`src/hdl/bsr_pkg.sv`:
```
// Shared types, constants and helper functions for the bitmap store with rank unit.
package bsr_pkg;

	localparam int WORD_BITS   = 64;
	localparam int WORD_SHIFT  = 6;
	localparam int DEF_WORDS   = 16;
	localparam int ACTION_W    = 4;
	localparam int BIT_INDEX_W = 10;
	localparam int RANGE_W     = 11;
	localparam int WINDEX_W    = 4;
	localparam int COUNT_W     = 11;
	localparam int ADDR_W      = 8;
	localparam int WCNT_W      = 9;
	localparam int PC_W        = $clog2(WORD_BITS + 1);
	localparam int CMDQ_DEPTH  = 2;

	localparam logic [ACTION_W-1:0] ACT_RD_BIT   = 4'd0;
	localparam logic [ACTION_W-1:0] ACT_WR_BIT   = 4'd1;
	localparam logic [ACTION_W-1:0] ACT_LOW_FILL = 4'd2;
	localparam logic [ACTION_W-1:0] ACT_CLEAR    = 4'd3;
	localparam logic [ACTION_W-1:0] ACT_OR_WORD  = 4'd4;
	localparam logic [ACTION_W-1:0] ACT_XOR_WORD = 4'd5;
	localparam logic [ACTION_W-1:0] ACT_CNT_ALL  = 4'd6;
	localparam logic [ACTION_W-1:0] ACT_CNT_BLW  = 4'd7;
	localparam logic [ACTION_W-1:0] ACT_RD_WORD  = 4'd8;

	typedef enum logic [3:0] {
		OP_NONE,
		OP_RD_BIT,
		OP_WR_BIT,
		OP_FILL,
		OP_CLEAR,
		OP_OR,
		OP_XOR,
		OP_COUNT,
		OP_RD_WORD
	} bsr_op_t;

	// One decoded command. Words lo..hi are visited; for fill and count the words
	// below full are covered completely and word full only in its low rem bits.
	typedef struct packed {
		bsr_op_t               op;
		logic [ADDR_W-1:0]     lo;
		logic [ADDR_W-1:0]     hi;
		logic [WCNT_W-1:0]     full;
		logic [WORD_SHIFT-1:0] rem;
		logic                  value;
		logic [WORD_BITS-1:0]  data;
	} bsr_cmd_t;

	function automatic logic [WORD_BITS-1:0] low_mask(input logic [WORD_SHIFT-1:0] n);
		return (WORD_BITS'(1) << n) - WORD_BITS'(1);
	endfunction

	function automatic logic [PC_W-1:0] popcount(input logic [WORD_BITS-1:0] w);
		logic [PC_W-1:0] c;
		c = '0;
		for (int i = 0; i < WORD_BITS; i++) begin
			c = c + PC_W'(w[i]);
		end
		return c;
	endfunction

endpackage

```
`src/hdl/bsr_front.sv`:
```
// Front end: accepts items, decodes each into a command and hands it to the queue.
module bsr_front import bsr_pkg::*; #(
	parameter int WORDS = DEF_WORDS
) (
	input  logic                   clk,
	input  logic                   arst_n,
	input  logic                   push,
	output logic                   full,
	input  logic [ACTION_W-1:0]    action,
	input  logic [BIT_INDEX_W-1:0] bit_pos,
	input  logic                   new_value,
	input  logic [RANGE_W-1:0]     range_length,
	input  logic [RANGE_W-1:0]     rank_limit,
	input  logic [WINDEX_W-1:0]    word_index,
	input  logic [WORD_BITS-1:0]   word_data,
	output logic                   q_push,
	input  logic                   q_full,
	output bsr_cmd_t               q_cmd
);

	localparam logic [WCNT_W-1:0] WORDS_C = WCNT_W'(WORDS);
	localparam logic [ADDR_W-1:0] LAST_C  = ADDR_W'(WORDS - 1);

	bsr_cmd_t cmd_s1;
	logic     v_s1;
	bsr_cmd_t dec;
	logic     accept;

	logic [WCNT_W-1:0] slot;
	logic [WCNT_W-1:0] widx;
	logic [WCNT_W-1:0] fill_full;
	logic [WCNT_W-1:0] rank_full;
	logic              slot_ok;
	logic              widx_ok;

	always_comb begin
		slot      = WCNT_W'(bit_pos[BIT_INDEX_W-1:WORD_SHIFT]);
		widx      = WCNT_W'(word_index);
		fill_full = WCNT_W'(range_length[RANGE_W-1:WORD_SHIFT]);
		rank_full = WCNT_W'(rank_limit[RANGE_W-1:WORD_SHIFT]);
		slot_ok   = slot < WORDS_C;
		widx_ok   = widx < WORDS_C;

		dec       = '0;
		dec.op    = OP_NONE;
		dec.value = new_value;

		unique case (action)
			ACT_RD_BIT, ACT_WR_BIT: begin
				if (slot_ok) begin
					dec.op = (action == ACT_RD_BIT) ? OP_RD_BIT : OP_WR_BIT;
				end
				dec.lo   = ADDR_W'(slot);
				dec.hi   = ADDR_W'(slot);
				dec.data = WORD_BITS'(1) << bit_pos[WORD_SHIFT-1:0];
			end
			ACT_LOW_FILL: begin
				dec.op   = OP_FILL;
				dec.full = fill_full;
				dec.rem  = range_length[WORD_SHIFT-1:0];
				dec.hi   = (fill_full < WORDS_C) ? ADDR_W'(fill_full) : LAST_C;
			end
			ACT_CLEAR: begin
				dec.op = OP_CLEAR;
			end
			ACT_OR_WORD, ACT_XOR_WORD, ACT_RD_WORD: begin
				if (widx_ok) begin
					if (action == ACT_OR_WORD) begin
						dec.op = OP_OR;
					end else if (action == ACT_XOR_WORD) begin
						dec.op = OP_XOR;
					end else begin
						dec.op = OP_RD_WORD;
					end
				end
				dec.lo   = ADDR_W'(widx);
				dec.hi   = ADDR_W'(widx);
				dec.data = word_data;
			end
			ACT_CNT_ALL: begin
				dec.op   = OP_COUNT;
				dec.full = WORDS_C;
				dec.hi   = LAST_C;
			end
			ACT_CNT_BLW: begin
				dec.op   = OP_COUNT;
				dec.full = rank_full;
				dec.rem  = rank_limit[WORD_SHIFT-1:0];
				dec.hi   = (rank_full < WORDS_C) ? ADDR_W'(rank_full) : LAST_C;
			end
			default: begin
				dec.op = OP_NONE;
			end
		endcase
	end

	assign full   = v_s1 && q_full;
	assign accept = push && !full;
	assign q_push = v_s1;
	assign q_cmd  = cmd_s1;

	always_ff @(posedge clk or negedge arst_n) begin
		if (!arst_n) begin
			v_s1 <= 1'b0;
		end else if (accept) begin
			v_s1 <= 1'b1;
		end else if (!q_full) begin
			v_s1 <= 1'b0;
		end
	end

	always_ff @(posedge clk) begin
		if (accept) begin
			cmd_s1 <= dec;
		end
	end

endmodule

```
`src/hdl/bsr_cmdq.sv`:
```
// Short command queue between the front end and the execution engine.
module bsr_cmdq import bsr_pkg::*; (
	input  logic     clk,
	input  logic     arst_n,
	input  logic     push,
	output logic     full,
	input  bsr_cmd_t wr_cmd,
	output logic     empty,
	input  logic     pop,
	output bsr_cmd_t head
);

	localparam int PW = (CMDQ_DEPTH > 1) ? $clog2(CMDQ_DEPTH) : 1;
	localparam int NW = $clog2(CMDQ_DEPTH + 1);

	bsr_cmd_t        ent_q [CMDQ_DEPTH];
	logic [PW-1:0]   wptr_q;
	logic [PW-1:0]   rptr_q;
	logic [NW-1:0]   cnt_q;
	logic            do_push;
	logic            do_pop;

	assign full    = cnt_q == NW'(CMDQ_DEPTH);
	assign empty   = cnt_q == '0;
	assign do_push = push && !full;
	assign do_pop  = pop && !empty;
	assign head    = ent_q[rptr_q];

	always_ff @(posedge clk or negedge arst_n) begin
		if (!arst_n) begin
			wptr_q <= '0;
			rptr_q <= '0;
			cnt_q  <= '0;
		end else begin
			if (do_push) begin
				wptr_q <= wptr_q + PW'(1);
			end
			if (do_pop) begin
				rptr_q <= rptr_q + PW'(1);
			end
			if (do_push && !do_pop) begin
				cnt_q <= cnt_q + NW'(1);
			end else if (do_pop && !do_push) begin
				cnt_q <= cnt_q - NW'(1);
			end
		end
	end

	always_ff @(posedge clk) begin
		if (do_push) begin
			ent_q[wptr_q] <= wr_cmd;
		end
	end

endmodule

```
`src/hdl/bsr_back.sv`:
```
// Execution engine: sweeps the word memory for each command and holds the result.
module bsr_back import bsr_pkg::*; #(
	parameter int WORDS = DEF_WORDS
) (
	input  logic                 clk,
	input  logic                 arst_n,
	input  logic                 q_empty,
	input  bsr_cmd_t             q_head,
	output logic                 q_pop,
	output logic                 empty,
	input  logic                 pop,
	output logic                 bit_out,
	output logic [COUNT_W-1:0]   count_out,
	output logic [WORD_BITS-1:0] word_out
);

	localparam int AW = (WORDS > 1) ? $clog2(WORDS) : 1;
	localparam int CW = $clog2(WORDS * WORD_BITS + 1);

	typedef enum logic [1:0] {
		ST_IDLE,
		ST_SWEEP,
		ST_DRAIN,
		ST_FIN
	} state_t;

	logic [WORD_BITS-1:0] mem [WORDS];
	logic [WORDS-1:0]     vld_q;

	state_t               state_q;
	bsr_cmd_t             cur_q;
	logic [AW-1:0]        iss_q;

	logic                 v_s1;
	logic                 vld_s1;
	logic [AW-1:0]        addr_s1;
	logic [WORD_BITS-1:0] rdata_s1;

	logic [CW-1:0]        acc_q;
	logic                 bit_q;
	logic [WORD_BITS-1:0] word_q;

	logic                 res_v_q;
	logic                 res_bit_q;
	logic [COUNT_W-1:0]   res_cnt_q;
	logic [WORD_BITS-1:0] res_word_q;

	logic                 rd_en;
	logic [AW-1:0]        rd_addr;
	logic                 head_sweeps;
	logic                 out_free;

	logic [WORD_BITS-1:0] word_s1;
	logic [WORD_BITS-1:0] rmask;
	logic [WCNT_W-1:0]    w9;
	logic [WORD_BITS-1:0] new_word;
	logic                 wr_en;
	logic [CW-1:0]        acc_nx;
	logic                 bit_nx;
	logic [WORD_BITS-1:0] word_nx;

	assign head_sweeps = !(q_head.op == OP_NONE || q_head.op == OP_CLEAR);
	assign q_pop       = (state_q == ST_IDLE) && !q_empty;
	assign out_free    = !res_v_q || pop;

	always_comb begin
		rd_en   = 1'b0;
		rd_addr = iss_q;
		if (state_q == ST_IDLE) begin
			rd_en   = !q_empty && head_sweeps;
			rd_addr = q_head.lo[AW-1:0];
		end else if (state_q == ST_SWEEP) begin
			rd_en = 1'b1;
		end
	end

	// A word that has not been written since reset or the last clear reads as zero.
	always_comb begin
		word_s1  = vld_s1 ? rdata_s1 : '0;
		w9       = WCNT_W'(addr_s1);
		if (w9 < cur_q.full) begin
			rmask = '1;
		end else if (w9 == cur_q.full) begin
			rmask = low_mask(cur_q.rem);
		end else begin
			rmask = '0;
		end

		new_word = word_s1;
		wr_en    = 1'b0;
		acc_nx   = acc_q;
		bit_nx   = bit_q;
		word_nx  = word_q;

		unique case (cur_q.op)
			OP_RD_BIT: begin
				bit_nx = |(word_s1 & cur_q.data);
			end
			OP_WR_BIT: begin
				new_word = cur_q.value ? (word_s1 | cur_q.data) : (word_s1 & ~cur_q.data);
				wr_en    = v_s1;
			end
			OP_FILL: begin
				new_word = cur_q.value ? (word_s1 | rmask) : (word_s1 & ~rmask);
				wr_en    = v_s1;
			end
			OP_OR: begin
				new_word = word_s1 | cur_q.data;
				wr_en    = v_s1;
			end
			OP_XOR: begin
				new_word = word_s1 ^ cur_q.data;
				wr_en    = v_s1;
			end
			OP_COUNT: begin
				acc_nx = acc_q + CW'(popcount(word_s1 & rmask));
			end
			OP_RD_WORD: begin
				word_nx = word_s1;
			end
			default: begin
				wr_en = 1'b0;
			end
		endcase
	end

	always_ff @(posedge clk) begin
		if (wr_en) begin
			mem[addr_s1] <= new_word;
		end
		if (rd_en) begin
			rdata_s1 <= mem[rd_addr];
			vld_s1   <= vld_q[rd_addr];
			addr_s1  <= rd_addr;
		end
	end

	always_ff @(posedge clk or negedge arst_n) begin
		if (!arst_n) begin
			state_q    <= ST_IDLE;
			cur_q      <= '0;
			iss_q      <= '0;
			v_s1       <= 1'b0;
			vld_q      <= '0;
			acc_q      <= '0;
			bit_q      <= 1'b0;
			word_q     <= '0;
			res_v_q    <= 1'b0;
			res_bit_q  <= 1'b0;
			res_cnt_q  <= '0;
			res_word_q <= '0;
		end else begin
			v_s1 <= rd_en;
			if (res_v_q && pop) begin
				res_v_q <= 1'b0;
			end
			if (wr_en) begin
				vld_q[addr_s1] <= 1'b1;
			end
			if (v_s1) begin
				acc_q  <= acc_nx;
				bit_q  <= bit_nx;
				word_q <= word_nx;
			end

			unique case (state_q)
				ST_IDLE: begin
					if (!q_empty) begin
						cur_q  <= q_head;
						acc_q  <= '0;
						bit_q  <= 1'b0;
						word_q <= '0;
						if (!head_sweeps) begin
							if (q_head.op == OP_CLEAR) begin
								vld_q <= '0;
							end
							state_q <= ST_FIN;
						end else begin
							iss_q <= q_head.lo[AW-1:0] + AW'(1);
							if (q_head.lo == q_head.hi) begin
								state_q <= ST_DRAIN;
							end else begin
								state_q <= ST_SWEEP;
							end
						end
					end
				end
				ST_SWEEP: begin
					iss_q <= iss_q + AW'(1);
					if (iss_q == cur_q.hi[AW-1:0]) begin
						state_q <= ST_DRAIN;
					end
				end
				ST_DRAIN: begin
					// The last word is finished in this cycle, so its share goes straight
					// into the result register when that is free.
					if (out_free) begin
						res_v_q    <= 1'b1;
						res_bit_q  <= bit_nx;
						res_cnt_q  <= COUNT_W'(acc_nx);
						res_word_q <= word_nx;
						state_q    <= ST_IDLE;
					end else begin
						state_q <= ST_FIN;
					end
				end
				ST_FIN: begin
					if (out_free) begin
						res_v_q    <= 1'b1;
						res_bit_q  <= bit_q;
						res_cnt_q  <= COUNT_W'(acc_q);
						res_word_q <= word_q;
						state_q    <= ST_IDLE;
					end
				end
				default: begin
					state_q <= ST_IDLE;
				end
			endcase
		end
	end

	assign empty     = !res_v_q;
	assign bit_out   = res_bit_q;
	assign count_out = res_cnt_q;
	assign word_out  = res_word_q;

endmodule

```
`src/hdl/bitmap_store_with_rank_unit.sv`:
```
// Bitmap store with rank: front end, command queue and sweeping execution engine.
// The engine takes the next item from the queue only once the previous one has gone into
// the result register; fill and count actions take longer the more words they visit,
// since each word passes through the single read port of the word memory, and a full
// count or fill visits all WORDS words.
// Reset clears the map at once through per-word valid bits and empties both queues.
module bitmap_store_with_rank_unit import bsr_pkg::*; #(
	parameter int WORDS = DEF_WORDS
) (
	input  logic                   clk,
	input  logic                   arst_n,
	input  logic                   push,
	output logic                   full,
	input  logic [ACTION_W-1:0]    action,
	input  logic [BIT_INDEX_W-1:0] bit_pos,
	input  logic                   new_value,
	input  logic [RANGE_W-1:0]     range_length,
	input  logic [RANGE_W-1:0]     rank_limit,
	input  logic [WINDEX_W-1:0]    word_index,
	input  logic [WORD_BITS-1:0]   word_data,
	output logic                   empty,
	input  logic                   pop,
	output logic                   bit_out,
	output logic [COUNT_W-1:0]     count_out,
	output logic [WORD_BITS-1:0]   word_out
);

	logic     fq_push;
	logic     fq_full;
	bsr_cmd_t fq_cmd;
	logic     bq_empty;
	logic     bq_pop;
	bsr_cmd_t bq_head;

	bsr_front #(
		.WORDS(WORDS)
	) u_front (
		.clk         (clk),
		.arst_n      (arst_n),
		.push        (push),
		.full        (full),
		.action      (action),
		.bit_pos     (bit_pos),
		.new_value   (new_value),
		.range_length(range_length),
		.rank_limit  (rank_limit),
		.word_index  (word_index),
		.word_data   (word_data),
		.q_push      (fq_push),
		.q_full      (fq_full),
		.q_cmd       (fq_cmd)
	);

	bsr_cmdq u_cmdq (
		.clk   (clk),
		.arst_n(arst_n),
		.push  (fq_push),
		.full  (fq_full),
		.wr_cmd(fq_cmd),
		.empty (bq_empty),
		.pop   (bq_pop),
		.head  (bq_head)
	);

	bsr_back #(
		.WORDS(WORDS)
	) u_back (
		.clk      (clk),
		.arst_n   (arst_n),
		.q_empty  (bq_empty),
		.q_head   (bq_head),
		.q_pop    (bq_pop),
		.empty    (empty),
		.pop      (pop),
		.bit_out  (bit_out),
		.count_out(count_out),
		.word_out (word_out)
	);

endmodule

```
`config.mk`:
```
export PLATFORM = sky130hd
export DESIGN_NAME = bitmap_store_with_rank_unit
export DESIGN_NICKNAME = d
export VERILOG_FILES = /design/src/hdl/bsr_pkg.sv /design/src/hdl/bsr_front.sv /design/src/hdl/bsr_cmdq.sv /design/src/hdl/bsr_back.sv /design/src/hdl/bitmap_store_with_rank_unit.sv
export SDC_FILE = /design/constraint.sdc
export NUM_CORES = 2
export LEC_CHECK = 0
export BUFFER_PORTS_ARGS = -buffer_cell sky130_fd_sc_hd__buf_2
export CAP_MARGIN = 20
export CORE_MARGIN = 2
export CORE_UTILIZATION = 55
export DETAILED_ROUTE_END_ITERATION = 16
export PLACE_DENSITY_LB_ADDON = 0.2
export SETUP_SLACK_MARGIN = 0.02
export SLEW_MARGIN = 15
export SYNTH_ARGS = -nofsm -noshare
export SYNTH_HDL_FRONTEND = slang
export SYNTH_SLANG_ARGS = --single-unit
```
`constraint.sdc`:
```
create_clock -name clk -period 9.1 [get_ports clk]
set_input_delay 0.455 -clock clk [delete_from_list [all_inputs] [get_ports clk]]
set_output_delay 0.455 -clock clk [all_outputs]
set_load 0.01 [all_outputs]
```
-- Word-level counts from Yosys, hierarchy flattened
Memories as Yosys holds them, arrays and structs flattened. A register that Yosys moved wholly into a read port is not among the register bits.
Cells that the tools add are included.
- register bits: 374
- bits of input ports: 109
- output and inout bits: 78
- memories: 2
- bits in writable memories: 1224
- equality and inequality tests: 29
- reductions and logical operators: 36
- magnitude comparators: 6
- mux-type cells: 72
- shift operators: 2
- bitwise logic cells: 11
- add/subtract/negate cells: 71
- memories (memory ; words ; bits a word ; rd ports ; clocked after memory_dff ; wr ports ; RTL line ; text):
    u_back.mem ; 16 ; 64 ; 1 ; 1 ; 1 ; bsr_back.sv:27 ; logic [WORD_BITS-1:0] mem [WORDS];
    u_cmdq.ent_q ; 2 ; 100 ; 1 ; 0 ; 1 ; bsr_cmdq.sv:16 ; bsr_cmd_t ent_q [CMDQ_DEPTH];
- operator list (cell ; count):
    $mux W64 ; 11
    $add A7 B1 Y7 ; 62
    $and A64 B64 Y64 ; 4
    $pmux W64 S2 ; 2
    $pmux W64 S4 ; 1
    $not A64 Y64 ; 2
    $or A64 B64 Y64 ; 2
    $shl A1 B6 Y64 const A ; 2
    $mux W16 ; 5
    $mux W11 ; 6
    $reduce_or A64 Y1 ; 1
    $sub A64 B2 Y64 const B ; 1
    $xor A64 B64 Y64 ; 1
    $pmux W8 S5 ; 1
    $eq A4 B3 Y1 const B ; 8
    $pmux W11 S2 ; 1
    $mux W1 ; 20
    $mux W4 ; 5
    $pmux W4 S5 ; 1
    $mux W2 ; 9
    $eq A4 B2 Y1 const B ; 4
    $or A16 B16 Y16 ; 1
    $pmux W4 S2 ; 2
    $pmux W5 S3 ; 1
    37 further kinds ; 74

-- Depth between registers and ports, before layout
- depth in word-level cells: 73
- gate-level depth with buffers: 40
- mapped depth without buffers: 36

-- Hierarchy
Synthesis repeated with hierarchy kept, for this count alone.
- cells, all modules: 5969
- area, all modules: 73743.2 um^2
- modules (own cells, without submodules) (module ; cells each ; times used ; area each (um^2)):
    bsr_back ; 5317 ; 1 ; 61674.2
    bsr_cmdq ; 330 ; 1 ; 7862.5
    bsr_front ; 322 ; 1 ; 4206.5

-- Least setup slack after synthesis
No wires, ideal clock.
- path type: register to register
- start: register u_back.cur_q[68] (netlist name)
- end: register u_back.res_cnt_q[6], in the netlist u_back.count_out[6]
- path buffers: 5
- data required time: 9.005 ns
- path slack: 0.012 ns
- cell stages (with the launch flop): 38
- arrival: 8.992 ns
- path through: dfrtp_1 -> buf_6 -> clkbuf_8 -> nor4_1 -> nand2_1 -> ha_1 -> clkbuf_2 -> buf_2 -> buf_2 -> nor4_1 -> nor4_1 -> o21ai_0 -> nand2_1 -> fa_1 -> inv_1 -> fa_1 -> inv_1 -> fa_1 -> [... 2 more ...] -> fa_1 -> fa_1 -> inv_1 -> fa_1 -> fa_1 -> inv_1 -> fa_1 -> inv_1 -> a21o_1 -> a21oi_1 -> o21bai_1 -> a21o_1 -> ha_1 -> inv_1 -> or4_1 -> mux2i_1 -> a2111oi_0 -> o31ai_1
- cells in the longest elaborated chain, start to end: 72
- ends and longest elaborated chain (element ; RTL line ; text):
    start: declaration ; bsr_back.sv:31 ; bsr_cmd_t cur_q;
    start signal: assignment ; bsr_back.sv:169 ; cur_q <= q_head;
    $shl A1 B6 Y64 (*) ; bsr_pkg.sv:52 ; return (WORD_BITS'(1) << n) - WORD_BITS'(1);
    $sub A64 B2 Y64 (*) ; bsr_pkg.sv:52 ;
    $mux W64 (*) ; bsr_back.sv:83 ; end else if (w9 == cur_q.full) begin
    $mux W64 (*) ; bsr_back.sv:81 ; if (w9 < cur_q.full) begin
    $and A64 B64 Y64 (*) ; bsr_back.sv:116 ; acc_nx = acc_q + CW'(popcount(word_s1 & rmask));
    $add A1 B1 Y2 ; bsr_pkg.sv:59 ; c = c + PC_W'(w[i]);
    $add A7 B1 Y7 (61 in a row) ; bsr_pkg.sv:59 ;
    $add A7 B1 Y7 (*) ; bsr_pkg.sv:59 ;
    $add A11 B7 Y11 (*) ; bsr_back.sv:116 ;
    $mux W11 (*) ; bsr_back.sv:95 ; unique case (cur_q.op)
    $mux W11 (*) ; bsr_back.sv:197 ; if (out_free) begin
    $pmux W11 S2 (*) ; bsr_back.sv:166 ; unique case (state_q)
    end signal: assignment ; bsr_back.sv:200 ; res_cnt_q <= COUNT_W'(acc_nx);
    end signal: assignment ; bsr_back.sv:211 ; res_cnt_q <= COUNT_W'(acc_q);
    end: declaration ; bsr_back.sv:45 ; logic [COUNT_W-1:0] res_cnt_q;
Every way passes the cells marked *; elsewhere a longest branch is shown, timed or not. The select of a mux whose other input is x is not followed.
A chain may end at the register's enable or synchronous reset.

-- Worst setup path in the final report
Same ends and word-level chain as after synthesis.

==> results.txt <==
Outcome = complete, no violations
Max-slew headroom = 24.8%
Worst min path class = in2reg
Startpoint Class = flip-flop
Via count = 52371
Fill count = 10229
Largest family of logic cells by synthesized area = simple AND/OR/NAND/NOR gates
Mapped Nets = 6608
Post-layout nets = 6916
IO buf count = 186
Slew at the pin closest to its max-slew limit = 1.13 ns
Synth Register Bits = 1622
Post-Synth XOR/XNOR Area = 0.471%
Post-synthesis compound-gate area fraction = 7.38%
Layout cells sized above 1 = 13.4%
Most used cell, CP = fa_1
Post-route minimum period = 9.03 ns
Drc violations = 0
Yosys warns = 0
Layout area overhead = 14.7%
Crit path kind = reg2reg
Placed Cells = 8099
Fmax = 0.111 GHz
I/O pins = 187
Vias per cell = 6.17
Number of global-route vias before repair = 49603
RSZ-0062 raised after global routing = yes
Mapped Area = 0.0725 sq mm
Max FO, Critical Path = 7
Synth cell types = 100
Area share of and/or/nand/nor cells after synthesis = 17.1%
Slowest cell on the critical path = fa_1
Prevailing post-synth register cell = edfxtp_1
Clock Skews = 0.0479 ns
Die area = 0.135 sq mm
Post-DRT Antenna Nets = 0
Row count = 133
Final worst slack = 0.0696 ns
Post-Layout Cell Count = 8494
Height of the die = 367 um
Initial drt markers = 7151
H-tree levels = 4
Clk sink count = 1622
CTS root buf = clkbuf_16
Mux contribution to synthesized area = 1.77%
Largest net degree at the start of global routing = 206
Period Utilization, post-route = 99.2%
Sequential area share after synthesis = 65.4%
Worst slack, placed = -0.442 ns
Crit path largest cell delay = 0.58 ns
DP HPWL = 140000 um
Longest Clk Path Bufs = 3
TritonCTS Buffers = 167
CTS tree = built
Data arrival time of the worst path = 9.73 ns
Setup crit end kind = flip-flop
DP Area = 0.0763 sq mm
Mean post-synth cell area = 11.5 sq um
Final setup vio count = 0
Final Max Slew Viols = 0
Core area = 0.131 sq mm
Final Util = 63.4%
Clock Latency Late Sink = 0.81 ns
EDFF count, synth = 1357
Post-route cell area = 0.0832 sq mm
Max Cap Viol = 0
Die width = 367 um
Pre-Repair DR Iteration Count = 6
Grt ovf = 0
Initial antenna violation count = 9
GP Congestion = 1.03
WP data required = 9.80 ns
CTS clock-pin slew for the worst setup and hold paths = 0.06 ns
Starting Density = 55.3%
Final wirelength = 229000 um
First-pass GRT wire length = 332000 um
Tot GR Track Use = 33.5%
Syn Inst Count = 6286
Ys async rst share = 16.3%
Hold Fails Final Rpt = 0
Post-synthesis adder-cell area fraction = 4.25%
WL/cell = 26.9 um
[cells by family after synthesis]
group | Yosys count
compound gates | 842
xor+xnor | 39
fa+ha+maj | 213
buf+inv | 618
flops | 1622
mux | 128
simple gates | 2824
[layer usage]
layer / GRT usage [%] / vias to the layer above / share of wire, %
li1: - / 23164 / -
met1: 48.0 / 25853 / 41
met2: 51.1 / 2836 / 45
met3: 6.83 / 510 / 9.8
met4: 12.2 / 8 / 4.0
met5: 0 / - / 0.022
[area by class of cell]
| type | count | area [sq um] | area share, % |
|---|---|---|---|
| diodes | 2 | 5.00 | 0.00602 |
| clock buffers | 215 | 4630 | 5.57 |
| clock inverters | 97 | 972 | 1.17 |
| inverters | 205 | 787 | 0.946 |
| multi-input cells | 4046 | 23200 | 27.9 |
| flip-flops and latches | 1622 | 47400 | 57.0 |
| well taps | 1755 | 2200 | 2.64 |
| repair buffers | 552 | 4010 | 4.83 |
[state kept, by name (all words and copies together) (netlist names), 4 cells and up]
signal and count:
u_back.count_out 11, u_back.cur_q 84, u_back.iss_q 4, u_back.rdata_s1 64
u_cmdq.ent_q 176, u_back.addr_s1 4, u_back.mem 1024, u_back.word_out 64
u_front.q_cmd 88, u_back.acc_q 11, u_back.word_q 64, u_back.vld_q 16
[cell usage in the layout (no fill, tap or decap), types with 11 or more instances in the layout]
cell / synthesis / layout
ha_1: 158 / 155
inv_1: 202 / 195
buf_2: 216 / 185
dlygate4sd3_1: 0 / 62
edfxtp_1: 1357 / 1357
a21oi_1: 171 / 161
nand4_1: 79 / 79
a22o_1: 38 / 38
nor3_1: 33 / 22
fa_1: 55 / 49
nand2_1: 1432 / 1426
o21ai_0: 282 / 263
dfrtp_1: 265 / 263
and2_1: 19 / 17
o221ai_1: 45 / 38
buf_4: 3 / 283
o21a_1: 29 / 29
bufinv_16: 0 / 13
xnor2_1: 29 / 27
o21ai_1: 25 / 40
nor4_1: 25 / 19
clkinv_1: 1 / 30
o211ai_1: 11 / 11
nor2b_1: 15 / 11
a221oi_1: 47 / 47
nor2_1: 308 / 286
nand3_1: 809 / 805
nor3_2: 2 / 11
mux2i_1: 124 / 123
nand2b_1: 42 / 38
clkinv_2: 0 / 26
nor2_4: 2 / 19
clkinvlp_4: 0 / 11
clkbuf_1: 162 / 30
clkbuf_16: 0 / 175
o22ai_1: 72 / 72
a32o_1: 19 / 19
[worst max-delay path, delay by kind of cell (launching register included)]
| family | cells | cell delay (ns) |
|---|---|---|
| mux | 1 | 0.21 |
| compound gates | 8 | 1.38 |
| fa+ha+maj | 12 | 5.07 |
| buf+inv | 8 | 0.66 |
| simple gates | 6 | 1.20 |
| flops | 1 | 0.38 |
[worst paths after layout]
kind,depth (start not counted),slack [ns],startpoint,to
setup reg to reg,35,0.07,u_back.cur_q[68],u_back.count_out[6]
max in group asynchronous,4,6.64,arst_n,u_cmdq.rptr_q
setup / recovery,35,0.07,u_back.cur_q[68],u_back.count_out[6]
hold reg to reg,0,0.42,u_front.q_cmd[75],u_cmdq.ent_q[0][75]
min in group asynchronous,2,0.22,arst_n,u_back.vld_q[14]
hold / removal,2,0.03,word_data[3],u_front.q_cmd[3]
[timing repair]
action	in CTS	in global routing
setup buffers	6	11
endpoints found under the setup margin	14	15
gates cloned	0	0
hold buffers	62	0
pin swaps	25	42
gates resized for setup	34	84
hold endpoints to repair	124	0
[synth_stat cells (15+ instances only)]
cell type / instances / area, sq um
nand4_1: 79 / 494
ha_1: 158 / 1980
nor2_1: 308 / 1160
nor4_1: 25 / 156
inv_1: 202 / 758
nand2b_1: 42 / 263
nor3_1: 33 / 165
o21ai_0: 282 / 1410
a22o_1: 38 / 333
a221oi_1: 47 / 412
buf_1: 27 / 101
o22ai_1: 72 / 450
nand3_1: 809 / 4050
o221ai_1: 45 / 394
mux2i_1: 124 / 1240
a32o_1: 19 / 190
fa_1: 55 / 1100
nor2b_1: 15 / 93.8
xnor2_1: 29 / 254
o21a_1: 29 / 218
edfxtp_1: 1357 / 40700
nand2_1: 1432 / 5380
buf_2: 216 / 1080
clkbuf_1: 162 / 608
dfrtp_1: 265 / 6630
a21oi_1: 171 / 856
and2_1: 19 / 119
o21ai_1: 25 / 125
[per-stage QoR]
| stage | TNS [ns] | hold slack [ns] |
|---|---|---|
| after floorplan | 0 | 0.159 |
| after global placement | -3.19 | 0.422 |
| after detailed placement | -4.21 | 0.430 |
| after CTS | 0 | 0.000336 |
| after global routing | -2.16 | 0.0155 |
| final | 0 | 0.0253 |
Power is left out: the tool's default activity adds up to more than one toggle a clock period on the data nets, which glitch-free logic cannot reach.
